===== src/alte_pkg.sv =====
// Shared types and codes for the array list table engine.
`default_nettype none

package alte_pkg;

  typedef enum logic [2:0] {
    OP_APPEND     = 3'd0,
    OP_INSERT     = 3'd1,
    OP_DEL_SHIFT  = 3'd2,
    OP_DEL_SWAP   = 3'd3,
    OP_FIND_EQ    = 3'd4,
    OP_FIND_RANGE = 3'd5
  } op_t;

  typedef enum logic [1:0] {
    ST_OK       = 2'd0,
    ST_FULL     = 2'd1,
    ST_BADPOS   = 2'd2,
    ST_NOTFOUND = 2'd3
  } status_t;

  localparam int unsigned OP_W     = 3;
  localparam int unsigned POS_W    = 7;
  localparam int unsigned VAL_W    = 32;
  localparam int unsigned STATUS_W = 2;
  localparam int unsigned FOUND_W  = 6;
  localparam int unsigned COUNT_W  = 7;
  localparam int unsigned CAP_W    = 7;
  localparam logic [CAP_W-1:0] CAP_RESET = 7'd64;

endpackage

`default_nettype wire


===== src/alte_if.sv =====
// Request and result channel interfaces for the array list table engine.
`default_nettype none

interface alte_in_if;
  logic                                    valid;
  logic                                    ready;
  logic        [alte_pkg::OP_W-1:0]        operation;
  logic        [alte_pkg::POS_W-1:0]       position;
  logic signed [alte_pkg::VAL_W-1:0]       value;
  logic signed [alte_pkg::VAL_W-1:0]       range_low;
  logic signed [alte_pkg::VAL_W-1:0]       range_high;

  modport source (output valid, operation, position, value, range_low, range_high,
                  input ready);
  modport sink   (input valid, operation, position, value, range_low, range_high,
                  output ready);
endinterface

interface alte_out_if;
  logic                                valid;
  logic                                ready;
  logic [alte_pkg::STATUS_W-1:0]       status;
  logic [alte_pkg::FOUND_W-1:0]        found_index;
  logic [alte_pkg::COUNT_W-1:0]        entry_count;

  modport source (output valid, status, found_index, entry_count, input ready);
  modport sink   (input valid, status, found_index, entry_count, output ready);
endinterface

`default_nettype wire


===== src/array_list_table_engine_unit.sv =====
// Top level of the array list table engine: list memory, sequencer and result register.
// A packed list of up to MAX_ENTRIES signed Q16.16 words kept in one entry memory
// (one write and one registered read per cycle) with a used-entry count. Each request
// gives one result. Append, bad-position and full errors, unused codes, insert at the
// end, shifting delete of the last entry and searches of an empty list go from
// acceptance straight to S_DONE. Shifting insert at a position below the count,
// shifting delete below the last entry, swap delete and searches walk entries in
// S_WALK, then S_FLUSH (insert also S_FINAL); a search ends at its first match. Every moved or
// compared entry passes the memory read port once, one entry per cycle. A new request
// is taken as soon as the previous one has reached the result register, even while
// that result still waits to be taken. The capacity register resets to 64; the user
// writes it through cfg_we/cfg_wdata only while idle, which the block does not enforce.
`default_nettype none

module array_list_table_engine_unit #(
  parameter int unsigned MAX_ENTRIES = 64
) (
  input  wire                              clk,
  input  wire                              rst_n,
  input  wire                              cfg_we,
  input  wire [alte_pkg::CAP_W-1:0]        cfg_wdata,
  alte_in_if.sink                          in_ch,
  alte_out_if.source                       out_ch
);

  localparam int unsigned CW   = $clog2(MAX_ENTRIES + 1);
  localparam int unsigned AW   = $clog2(MAX_ENTRIES);
  localparam int unsigned CMPW = (CW > alte_pkg::POS_W) ? CW : alte_pkg::POS_W;

  typedef enum logic [4:0] {
    S_IDLE  = 5'b00001,
    S_WALK  = 5'b00010,
    S_FLUSH = 5'b00100,
    S_FINAL = 5'b01000,
    S_DONE  = 5'b10000
  } state_t;

  state_t                          state_r, state_nxt;
  logic [CW-1:0]                   count_r, count_nxt;
  logic [alte_pkg::CAP_W-1:0]      cap_r;
  logic [alte_pkg::OP_W-1:0]       op_r, op_nxt;
  logic [AW-1:0]                   pos_r, pos_nxt;
  logic signed [31:0]              val_r, val_nxt;
  logic signed [31:0]              lo_r, lo_nxt;
  logic signed [31:0]              hi_r, hi_nxt;
  logic [AW-1:0]                   cur_r, cur_nxt;
  logic [AW-1:0]                   end_r, end_nxt;
  logic                            up_r, up_nxt;
  logic                            pipe_v_r, pipe_v_nxt;
  logic [AW-1:0]                   pipe_addr_r, pipe_addr_nxt;
  alte_pkg::status_t               status_r, status_nxt;
  logic [AW-1:0]                   found_r, found_nxt;
  logic signed [31:0]              rdata_r;
  logic                            out_valid_r, out_valid_nxt;
  alte_pkg::status_t               out_status_r;
  logic [alte_pkg::FOUND_W-1:0]    out_found_r;
  logic [alte_pkg::COUNT_W-1:0]    out_count_r;
  logic                            out_load;

  logic [31:0]                     mem [MAX_ENTRIES];
  logic                            mem_we;
  logic [AW-1:0]                   mem_waddr;
  logic [31:0]                     mem_wdata;
  logic                            mem_re;

  logic                            in_acc;
  logic [CMPW-1:0]                 pos_x, n_x, cap_x, max_x, nm1_x;
  logic [CW-1:0]                   cnt_m1;
  logic [AW-1:0]                   pos_a, nm1_a;
  logic                            full;
  logic                            is_search;
  logic                            hit;

  assign in_ch.ready = (state_r == S_IDLE);
  assign in_acc      = in_ch.valid && in_ch.ready;

  assign pos_x  = CMPW'(in_ch.position);
  assign n_x    = CMPW'(count_r);
  assign cap_x  = CMPW'(cap_r);
  assign max_x  = CMPW'(MAX_ENTRIES);
  assign cnt_m1 = count_r - CW'(1);
  assign nm1_x  = CMPW'(cnt_m1);
  assign nm1_a  = cnt_m1[AW-1:0];
  assign pos_a  = pos_x[AW-1:0];
  assign full   = (n_x >= cap_x) || (n_x >= max_x);

  assign is_search = (op_r == alte_pkg::OP_FIND_EQ) || (op_r == alte_pkg::OP_FIND_RANGE);
  assign hit = pipe_v_r && is_search &&
               ((op_r == alte_pkg::OP_FIND_EQ) ? (rdata_r == val_r)
                                               : ((rdata_r >= lo_r) && (rdata_r <= hi_r)));
  assign out_load = (state_r == S_DONE) && (!out_valid_r || out_ch.ready);

  always_comb begin
    state_nxt     = state_r;
    count_nxt     = count_r;
    op_nxt        = op_r;
    pos_nxt       = pos_r;
    val_nxt       = val_r;
    lo_nxt        = lo_r;
    hi_nxt        = hi_r;
    cur_nxt       = cur_r;
    end_nxt       = end_r;
    up_nxt        = up_r;
    pipe_v_nxt    = 1'b0;
    pipe_addr_nxt = pipe_addr_r;
    status_nxt    = status_r;
    found_nxt     = found_r;
    mem_we        = 1'b0;
    mem_waddr     = pipe_addr_r;
    mem_wdata     = rdata_r;
    mem_re        = 1'b0;
    out_valid_nxt = out_valid_r && !out_ch.ready;

    // shift data trailing one read behind
    if (pipe_v_r && !is_search) begin
      mem_we = 1'b1;
    end

    unique case (state_r)
      S_IDLE: begin
        if (in_acc) begin
          op_nxt     = in_ch.operation;
          pos_nxt    = pos_a;
          val_nxt    = in_ch.value;
          lo_nxt     = in_ch.range_low;
          hi_nxt     = in_ch.range_high;
          status_nxt = alte_pkg::ST_OK;
          found_nxt  = '0;
          state_nxt  = S_DONE;
          unique case (in_ch.operation)
            alte_pkg::OP_APPEND: begin
              if (full) begin
                status_nxt = alte_pkg::ST_FULL;
              end else begin
                mem_we    = 1'b1;
                mem_waddr = count_r[AW-1:0];
                mem_wdata = in_ch.value;
                count_nxt = count_r + CW'(1);
              end
            end
            alte_pkg::OP_INSERT: begin
              if (pos_x > n_x) begin
                status_nxt = alte_pkg::ST_BADPOS;
              end else if (full) begin
                status_nxt = alte_pkg::ST_FULL;
              end else begin
                count_nxt = count_r + CW'(1);
                if (pos_x == n_x) begin
                  mem_we    = 1'b1;
                  mem_waddr = count_r[AW-1:0];
                  mem_wdata = in_ch.value;
                end else begin
                  cur_nxt   = nm1_a;
                  end_nxt   = pos_a;
                  up_nxt    = 1'b0;
                  state_nxt = S_WALK;
                end
              end
            end
            alte_pkg::OP_DEL_SHIFT: begin
              if (pos_x >= n_x) begin
                status_nxt = alte_pkg::ST_BADPOS;
              end else begin
                count_nxt = cnt_m1;
                if (pos_x != nm1_x) begin
                  cur_nxt   = pos_a + AW'(1);
                  end_nxt   = nm1_a;
                  up_nxt    = 1'b1;
                  state_nxt = S_WALK;
                end
              end
            end
            alte_pkg::OP_DEL_SWAP: begin
              if (pos_x >= n_x) begin
                status_nxt = alte_pkg::ST_BADPOS;
              end else begin
                count_nxt = cnt_m1;
                cur_nxt   = nm1_a;
                end_nxt   = nm1_a;
                up_nxt    = 1'b1;
                state_nxt = S_WALK;
              end
            end
            alte_pkg::OP_FIND_EQ, alte_pkg::OP_FIND_RANGE: begin
              status_nxt = alte_pkg::ST_NOTFOUND;
              if (count_r != '0) begin
                cur_nxt   = '0;
                end_nxt   = nm1_a;
                up_nxt    = 1'b1;
                state_nxt = S_WALK;
              end
            end
            default: begin
            end
          endcase
        end
      end
      S_WALK: begin
        mem_re     = 1'b1;
        pipe_v_nxt = 1'b1;
        cur_nxt    = up_r ? (cur_r + AW'(1)) : (cur_r - AW'(1));
        unique case (op_r)
          alte_pkg::OP_INSERT:    pipe_addr_nxt = cur_r + AW'(1);
          alte_pkg::OP_DEL_SHIFT: pipe_addr_nxt = cur_r - AW'(1);
          alte_pkg::OP_DEL_SWAP:  pipe_addr_nxt = pos_r;
          default:                pipe_addr_nxt = cur_r;
        endcase
        if (hit) begin
          status_nxt = alte_pkg::ST_OK;
          found_nxt  = pipe_addr_r;
          pipe_v_nxt = 1'b0;
          state_nxt  = S_DONE;
        end else if (cur_r == end_r) begin
          state_nxt = S_FLUSH;
        end
      end
      S_FLUSH: begin
        if (hit) begin
          status_nxt = alte_pkg::ST_OK;
          found_nxt  = pipe_addr_r;
        end
        state_nxt = (op_r == alte_pkg::OP_INSERT) ? S_FINAL : S_DONE;
      end
      S_FINAL: begin
        mem_we    = 1'b1;
        mem_waddr = pos_r;
        mem_wdata = val_r;
        state_nxt = S_DONE;
      end
      S_DONE: begin
        if (out_load) begin
          out_valid_nxt = 1'b1;
          state_nxt     = S_IDLE;
        end
      end
      default: begin
        state_nxt = S_IDLE;
      end
    endcase
  end

  always_ff @(posedge clk) begin
    if (!rst_n) begin
      state_r     <= S_IDLE;
      count_r     <= '0;
      cap_r       <= alte_pkg::CAP_RESET;
      pipe_v_r    <= 1'b0;
      out_valid_r <= 1'b0;
    end else begin
      state_r     <= state_nxt;
      count_r     <= count_nxt;
      pipe_v_r    <= pipe_v_nxt;
      out_valid_r <= out_valid_nxt;
      if (cfg_we) begin
        cap_r <= cfg_wdata;
      end
    end
  end

  always_ff @(posedge clk) begin
    op_r        <= op_nxt;
    pos_r       <= pos_nxt;
    val_r       <= val_nxt;
    lo_r        <= lo_nxt;
    hi_r        <= hi_nxt;
    cur_r       <= cur_nxt;
    end_r       <= end_nxt;
    up_r        <= up_nxt;
    pipe_addr_r <= pipe_addr_nxt;
    status_r    <= status_nxt;
    found_r     <= found_nxt;
    if (out_load) begin
      out_status_r <= status_r;
      out_found_r  <= alte_pkg::FOUND_W'(found_r);
      out_count_r  <= alte_pkg::COUNT_W'(count_r);
    end
  end

  always_ff @(posedge clk) begin
    if (mem_we) begin
      mem[mem_waddr] <= mem_wdata;
    end
    if (mem_re) begin
      rdata_r <= mem[cur_r];
    end
  end

  assign out_ch.valid       = out_valid_r;
  assign out_ch.status      = out_status_r;
  assign out_ch.found_index = out_found_r;
  assign out_ch.entry_count = out_count_r;

  a_accept_leaves_idle: assert property (@(posedge clk) disable iff (!rst_n)
    in_acc |=> (state_r != S_IDLE))
    else $error("accepted request did not start work");

  a_done_loads_result: assert property (@(posedge clk) disable iff (!rst_n)
    out_load |=> out_valid_r)
    else $error("finished request did not reach result register");

  a_count_only_on_accept: assert property (@(posedge clk) disable iff (!rst_n)
    !in_acc |=> $stable(count_r))
    else $error("entry count changed without a request");

  a_no_rw_overlap: assert property (@(posedge clk) disable iff (!rst_n)
    (mem_re && mem_we) |-> (mem_waddr != cur_r))
    else $error("shift write and read hit the same entry");

endmodule

`default_nettype wire

===== src/flat_wrapper.sv =====
// flat-port wrapper written by rule: the top's interface ports become plain ports
module array_list_table_engine_unit_flat 
#(
  parameter int unsigned MAX_ENTRIES = 64
)
  (clk, rst_n, cfg_we, cfg_wdata, in_ch_valid, in_ch_operation, in_ch_position, in_ch_value, in_ch_range_low, in_ch_range_high, in_ch_ready, out_ch_valid, out_ch_status, out_ch_found_index, out_ch_entry_count, out_ch_ready);
  alte_in_if in_ch_i ();
  alte_out_if out_ch_i ();
  input  wire clk;
  input  wire rst_n;
  input  wire cfg_we;
  input  wire [alte_pkg::CAP_W-1:0] cfg_wdata;
  input wire logic [$bits(in_ch_i.valid)-1:0] in_ch_valid;
  input wire logic [$bits(in_ch_i.operation)-1:0] in_ch_operation;
  input wire logic [$bits(in_ch_i.position)-1:0] in_ch_position;
  input wire logic [$bits(in_ch_i.value)-1:0] in_ch_value;
  input wire logic [$bits(in_ch_i.range_low)-1:0] in_ch_range_low;
  input wire logic [$bits(in_ch_i.range_high)-1:0] in_ch_range_high;
  output wire logic [$bits(in_ch_i.ready)-1:0] in_ch_ready;
  output wire logic [$bits(out_ch_i.valid)-1:0] out_ch_valid;
  output wire logic [$bits(out_ch_i.status)-1:0] out_ch_status;
  output wire logic [$bits(out_ch_i.found_index)-1:0] out_ch_found_index;
  output wire logic [$bits(out_ch_i.entry_count)-1:0] out_ch_entry_count;
  input wire logic [$bits(out_ch_i.ready)-1:0] out_ch_ready;
  assign in_ch_i.valid = in_ch_valid;
  assign in_ch_i.operation = in_ch_operation;
  assign in_ch_i.position = in_ch_position;
  assign in_ch_i.value = in_ch_value;
  assign in_ch_i.range_low = in_ch_range_low;
  assign in_ch_i.range_high = in_ch_range_high;
  assign in_ch_ready = in_ch_i.ready;
  assign out_ch_valid = out_ch_i.valid;
  assign out_ch_status = out_ch_i.status;
  assign out_ch_found_index = out_ch_i.found_index;
  assign out_ch_entry_count = out_ch_i.entry_count;
  assign out_ch_i.ready = out_ch_ready;
  array_list_table_engine_unit #(.MAX_ENTRIES(MAX_ENTRIES)) u_core (.clk(clk), .rst_n(rst_n), .cfg_we(cfg_we), .cfg_wdata(cfg_wdata), .in_ch(in_ch_i), .out_ch(out_ch_i));
endmodule

===== config.mk =====
export PLATFORM = sky130hd
export DESIGN_NAME = array_list_table_engine_unit_flat
export DESIGN_NICKNAME = d
export VERILOG_FILES = /design/src/alte_pkg.sv /design/src/alte_if.sv /design/src/array_list_table_engine_unit.sv /design/src/flat_wrapper.sv
export SDC_FILE = /design/constraint.sdc
export NUM_CORES = 2
export LEC_CHECK = 0
export ABC_AREA = 1
export ABC_CLOCK_PERIOD_IN_PS = 5900
export BUFFER_PORTS_ARGS = -buffer_cell sky130_fd_sc_hd__buf_2
export CAP_MARGIN = 25
export CORE_MARGIN = 4
export CORE_UTILIZATION = 40
export DETAILED_ROUTE_END_ITERATION = 8
export SYNTH_ARGS = -nofsm -noshare
export SYNTH_HDL_FRONTEND = slang
export SYNTH_SLANG_ARGS = --single-unit

===== constraint.sdc =====
create_clock -name clk -period 5.9 [get_ports clk]
set_input_delay 1.18 -clock clk [delete_from_list [all_inputs] [get_ports clk]]
set_output_delay 1.18 -clock clk [all_outputs]
set_load 0.03 [all_outputs]

* Yosys cells after proc, flatten, opt, wreduce, memory -nomap -nowiden *
Memories as Yosys holds them, arrays and structs flattened. A register that Yosys moved wholly into a read port is not among the register bits.
Cells that the tools add are included.

storage, ports and cells
  bits in registers = 168
  RAM bits = 2,048
  input port bits = 118
  output and inout bits = 17
  logic and storage cells = 183
  memories = 1

cells by class
  add/sub/neg operators = 5
  magnitude comparators = 6
  equality and inequality tests = 39
  muxes and demuxes = 84
  reduce and logical (&&, ||, !) cells = 29

memory list
  memory      depth  bits a word  rd ports  clocked after memory_dff  wr ports  RTL line                            RTL
  u_core.mem  64     32           1         1                         1         array_list_table_engine_unit.sv:60  logic [31:0] mem [MAX_ENTRIES];

operator list
  kind                                                                      count
  32-bit two-way mux                                                        5
  6-bit two-way mux                                                         22
  32-bit one-hot mux with 2 select lines                                    2
  5-bit two-way mux                                                         12
  6-bit one-hot mux with 2 select lines                                     4
  6-bit one-hot mux with 4 select lines                                     2
  32-bit == test                                                            1
  32-bit >= comparator                                                      1
  32-bit <= comparator                                                      1
  5-bit one-hot mux with 5 select lines                                     1
  1-bit two-way mux                                                         21
  7-bit two-way mux                                                         3
  3-bit inequality test (second input constant)                             7
  7-bit one-hot mux with 3 select lines                                     1
  5-bit one-hot mux with 4 select lines                                     1
  10-bit AND reduction                                                      2
  6-bit one-hot mux with 3 select lines                                     1
  7-bit >= comparator                                                       2
  2-bit inequality test (second input constant)                             7
  6-bit by 1-bit adder with 6-bit output (second input constant)            2
  3-bit by 2-bit == test with 1-bit output (second input constant)          4
  3-bit == test (second input constant)                                     4
  2-bit two-way mux                                                         4
  2-bit by 1-bit inequality test with 1-bit output (second input constant)  4
  32 further kinds                                                          49

* Longest topological paths before layout *
  word-level depth = 13
  depth in mapped cells = 23
  depth with buffers taken out = 23

* Least setup slack after synthesis *
No wires, ideal clock.

  kind = input to register
  start point = input port in_ch_position[4]
  end point = memory u_core.mem[62][0], enable pin
  setup time = 0.421 ns
  data arrival time = 4.226 ns
  path slack = 1.253 ns
  cell stages on the path = 13
  buffers on the path = 0
  cells stage by stage = ha_1 > nand2_1 > nor2_1 > nand4_1 > o21ai_1 > nand2_1 > nor2_1 > inv_1 > o22ai_1 > nand2_1 > nand2_4 > nand3_1 > nor2_1

on the way
  cells in the longest elaborated chain, start to end = 9
  elaborated cells on any way between the ends = 16
  classes of those cells = order compare: 1; eq/ne: 1; mux: 14

ends and longest elaborated chain
  element                                                                     RTL line                            RTL
  start: declaration                                                          flat_wrapper.sv:15                  input wire logic [$bits(in_ch_i.position)-1:0] in_ch_position;
  parallel branches: the longest is 9 deep, another holds 7-bit > comparator  --
  end: declaration                                                            array_list_table_engine_unit.sv:60

Parallel ways; which one is timed is not known.

* Worst setup path after layout *
  start point = register u_core.count_r[0]
  end point = memory u_core.mem[39][16], enable pin

on the way
  cells in the longest elaborated chain, start to end = 9
  elaborated cells on any way between the ends = 21
  classes of those cells = order compare: 3; eq/ne: 1; mux: 16; reduce/logical: 1

ends and longest elaborated chain
  element                                                       RTL line                                                                 RTL
  start: declaration                                            array_list_table_engine_unit.sv:39                                       logic [CW-1:0] count_r, count_nxt;
  start signal: assignment                                      array_list_table_engine_unit.sv:251                                      count_r <= count_nxt;
  7-bit >= comparator / 7-bit == test (equally long branches)   array_list_table_engine_unit.sv:85, array_list_table_engine_unit.sv:148
  1-bit logical OR / 1-bit two-way mux (equally long branches)  array_list_table_engine_unit.sv:85, array_list_table_engine_unit.sv:148
  1-bit two-way mux                                             array_list_table_engine_unit.sv:144                                      end else if (full) begin
  1-bit two-way mux                                             array_list_table_engine_unit.sv:142                                      if (pos_x > n_x) begin
  1-bit one-hot mux with 2 select lines                         array_list_table_engine_unit.sv:130                                      unique case (in_ch.operation)
  1-bit two-way mux                                             array_list_table_engine_unit.sv:121                                      if (in_acc) begin
  1-bit one-hot mux with 2 select lines                         array_list_table_engine_unit.sv:119                                      unique case (state_r)
  1-bit two-way mux                                             array_list_table_engine_unit.sv:280                                      if (mem_we) begin
  1-bit two-way mux (not written as such)                       array_list_table_engine_unit.sv:281                                      mem[mem_waddr] <= mem_wdata;

Parallel ways exist; a longest one is shown, timed or not.

==> results.md <==
- Status: completed
- Most common cell after layout, fill and taps aside: edfxtp_1
- Row count: 174
- Yosys reg bits: 2248
- Pre-CTS WS: 0.863 ns
- CP max FO: 32
- Distinct cells, synth: 53
- Post-synth top area cell: edfxtp_1
- Worst-margin pin slew: 1.09 ns
- Critical path type: reg -> reg
- Post-synth EDFFs: 2227
- Initial Utilization: 40.2%
- Half-perimeter wire length after placement: 156000 um
- Grt total ovfl: 0
- Slew margin rel.: 27.1%
- H-tree Lvls: 4
- DIE AREA: 0.234 mm2
- Crit path time final: 4.62 ns
- Ranking of synthesized cells by area: edfxtp_1 74%, nand2_1 4.2%, mux2i_1 3.4%
- Final setup violating endpoints: 0
- Routed Antenna Nets: 0
- Postcts setup bufs: 0
- Tot Pwr: 47500 uW
- Final Hold Fails: 0
- Fin crit share: 78.2%
- Num CTS Buffers: 225
- Avg Inst Size Synth: 13.5 um2
- Largest net degree at the start of global routing: 131
- First-pass GRT wire length: 387000 um
- Asr flop ratio synth: 0%
- Hold Path Class: reg -> reg
- Crit start category: flip-flop
- Share of post-route cells with drive strength above 1: 11.3%
- Clock root buffer: clkbuf_16
- IO Pins: 135
- Vias: 58000
- Clk buf depth: 3
- IO Port Bufs: 134
- CTS Hold Bufs: 0
- CP Capture Type: flip-flop
- Final wirelength: 269000 um
- Pins Over Slew Limit: 0
- MaxCap Viol Count: 0
- Post-Syn Area: 0.0905 mm2
- Area delta synth->final: 14.5%
- YS warnings: 0
- Worst-path clk slew: 0.06 ns
- Die Y: 484 um
- TritonCTS clock tree: built
- Drt first pass iters: 6
- GRT Total Usage: 22.3%
- Core region area: 0.225 mm2
- Syn nets: 6898
- Pleak: 0.0352 uW
- FMAX: 217 MHz
- Vias in the first global route: 54600
- Ys flop type: edfxtp_1
- Routed len/inst: 26.7 um
- Worst IR drop on VDD: 0.354 mV
- Area share of the largest cell type after synthesis: 73.9%
- Setup TNS: 0 ns
- Via/cell ratio: 5.74
- # DRC: 0
- Later-pin clock latency in the skew report: 0.88 ns
- Starting DRT DRC Count: 7324
- Post-layout nets: 7110
- Die X: 484 um
- Initial antenna violation count: 18
- Crit path required time: 6.36 ns
- Clock Skew: 0.0579 ns
- Most frequent cells in the layout: 2227 x edfxtp_1, 1020 x nand2_1, 542 x nor2_1
- Unrepaired setup endpoints after global routing: false
- Seq/Total Area, Yosys: 74.4%
- Power Dens Cells: 459 mW/mm2
- Synth Instances: 6697
- CTS resizes: 0
- GP Congestion: 0.903
- Final worst slack: 1.28 ns
- Worst Path Arrival: 5.08 ns
- Clock sink count: 2248
-- cell families (layout without fill, tap and decap cells) --
| logic type | count (synthesis) | in the layout | synth area share (%) |
|---|---|---|---|
| simple gates | 1933 | 1933 | 8.78 |
| compound gates | 1463 | 1463 | 9.27 |
| mux | 309 | 309 | 3.42 |
| other cells | 0 | 15 | 0 |
| fa+ha+maj | 83 | 83 | 1.15 |
| buf+inv | 624 | 1017 | 2.67 |
| flops | 2248 | 2248 | 74.4 |
| xor+xnor | 37 | 37 | 0.358 |
-- registers in the layout, indices dropped and copies added, names as in the netlist, 6 cells and up --
register,count
u_core.out_ch.entry_count,7
u_core.cap_r,7
u_core.mem,2048
u_core.pos_r,6
u_core.out_ch.found_index,6
u_core.rdata_r,32
u_core.end_r,6
u_core.pipe_addr_r,6
u_core.hi_r,32
u_core.found_r,6
u_core.lo_r,32
u_core.count_r,7
u_core.val_r,32
u_core.cur_r,6
-- critical path: stages (launching register included) --
cell     delay [ns]
dfxtp_1        0.53
inv_1          0.18
ha_1           0.30
o21ai_0        0.19
a21oi_1        0.09
o21ai_0        0.15
nand2_1        0.16
inv_1          0.17
nand2_1        0.12
nor2_1         0.25
nand2_1        0.09
o21ai_1        0.09
nand2_1        0.15
nand2_2        0.17
nand2_1        0.07
nor2_1         0.16
nand2_1        0.40
buf_4          0.37
nor2_4         0.09
buf_4          0.46
-- power breakdown --
part           internal (uW)  switching, uW  total (uW)
Clock                   7660           6150       13800
Sequential             20600            264       20900
Combinational           2780          10000       12800
Total                  31000          16500       47500
-- synth_stat cells, types with 10 or more instances --
| master | n |
|---|---|
| a21boi_0 | 15 |
| a21oi_1 | 434 |
| a221oi_1 | 10 |
| buf_1 | 48 |
| buf_2 | 53 |
| clkbuf_1 | 286 |
| dfxtp_1 | 21 |
| edfxtp_1 | 2227 |
| ha_1 | 83 |
| inv_1 | 229 |
| mux2i_1 | 309 |
| nand2_1 | 1023 |
| nand3_1 | 55 |
| nand4_1 | 13 |
| nor2_1 | 606 |
| nor3_1 | 67 |
| nor4_1 | 136 |
| o2111ai_1 | 24 |
| o211ai_1 | 55 |
| o21ai_0 | 505 |
| o221ai_1 | 46 |
| o22ai_1 | 308 |
| xnor2_1 | 11 |
| xor2_1 | 26 |
-- per-layer routing --
metal | vias to the layer above | GRT usage [%] | routed length (um)
met5 | - | 0 | 89
met1 | 29200 | 32.0 | 113000
met2 | 2951 | 33.7 | 120000
met4 | 12 | 7.60 | 9220
li1 | 25400 | - | -
met3 | 452 | 4.74 | 26800
-- layout make-up --
type | instances | area (um2)
Clock buffer | 284 | 5850
Inverter | 236 | 908
Fill cell | 19600 | 121000
Multi-Input combinational cell | 3825 | 21500
Clock inverter | 124 | 1270
Sequential cell | 2248 | 67300
Timing Repair Buffer | 373 | 2980
Antenna cell | 15 | 37.5
Tap cell | 2992 | 3740
-- per-stage QoR --
stage / cells / util (%) / hold slack [ns] / area, um2
6_report: 10100 / 46.1 / 0.418 / 104000
5_1_grt: 10100 / 46.1 / 0.425 / 104000
4_1_cts: 10100 / 46.0 / 0.418 / 103000
3_5_place_dp: 9667 / 42.9 / 0.406 / 96400
3_3_place_gp: 9657 / 42.8 / 0.406 / 96300
2_1_floorplan: 6697 / - / 0.400 / 90500
-- worst paths after layout --
path	startpoint	endpoint	slack, ns	cells past startpoint
max	u_core.count_r[0]	u_core.mem[39][16]	1.28	19
min	u_core.found_r[4]	u_core.out_ch.found_index[4]	0.42	0
max reg2reg	u_core.count_r[0]	u_core.mem[39][16]	1.28	19
min reg2reg	u_core.found_r[4]	u_core.out_ch.found_index[4]	0.42	0
(Power assumes the default switching activity.)
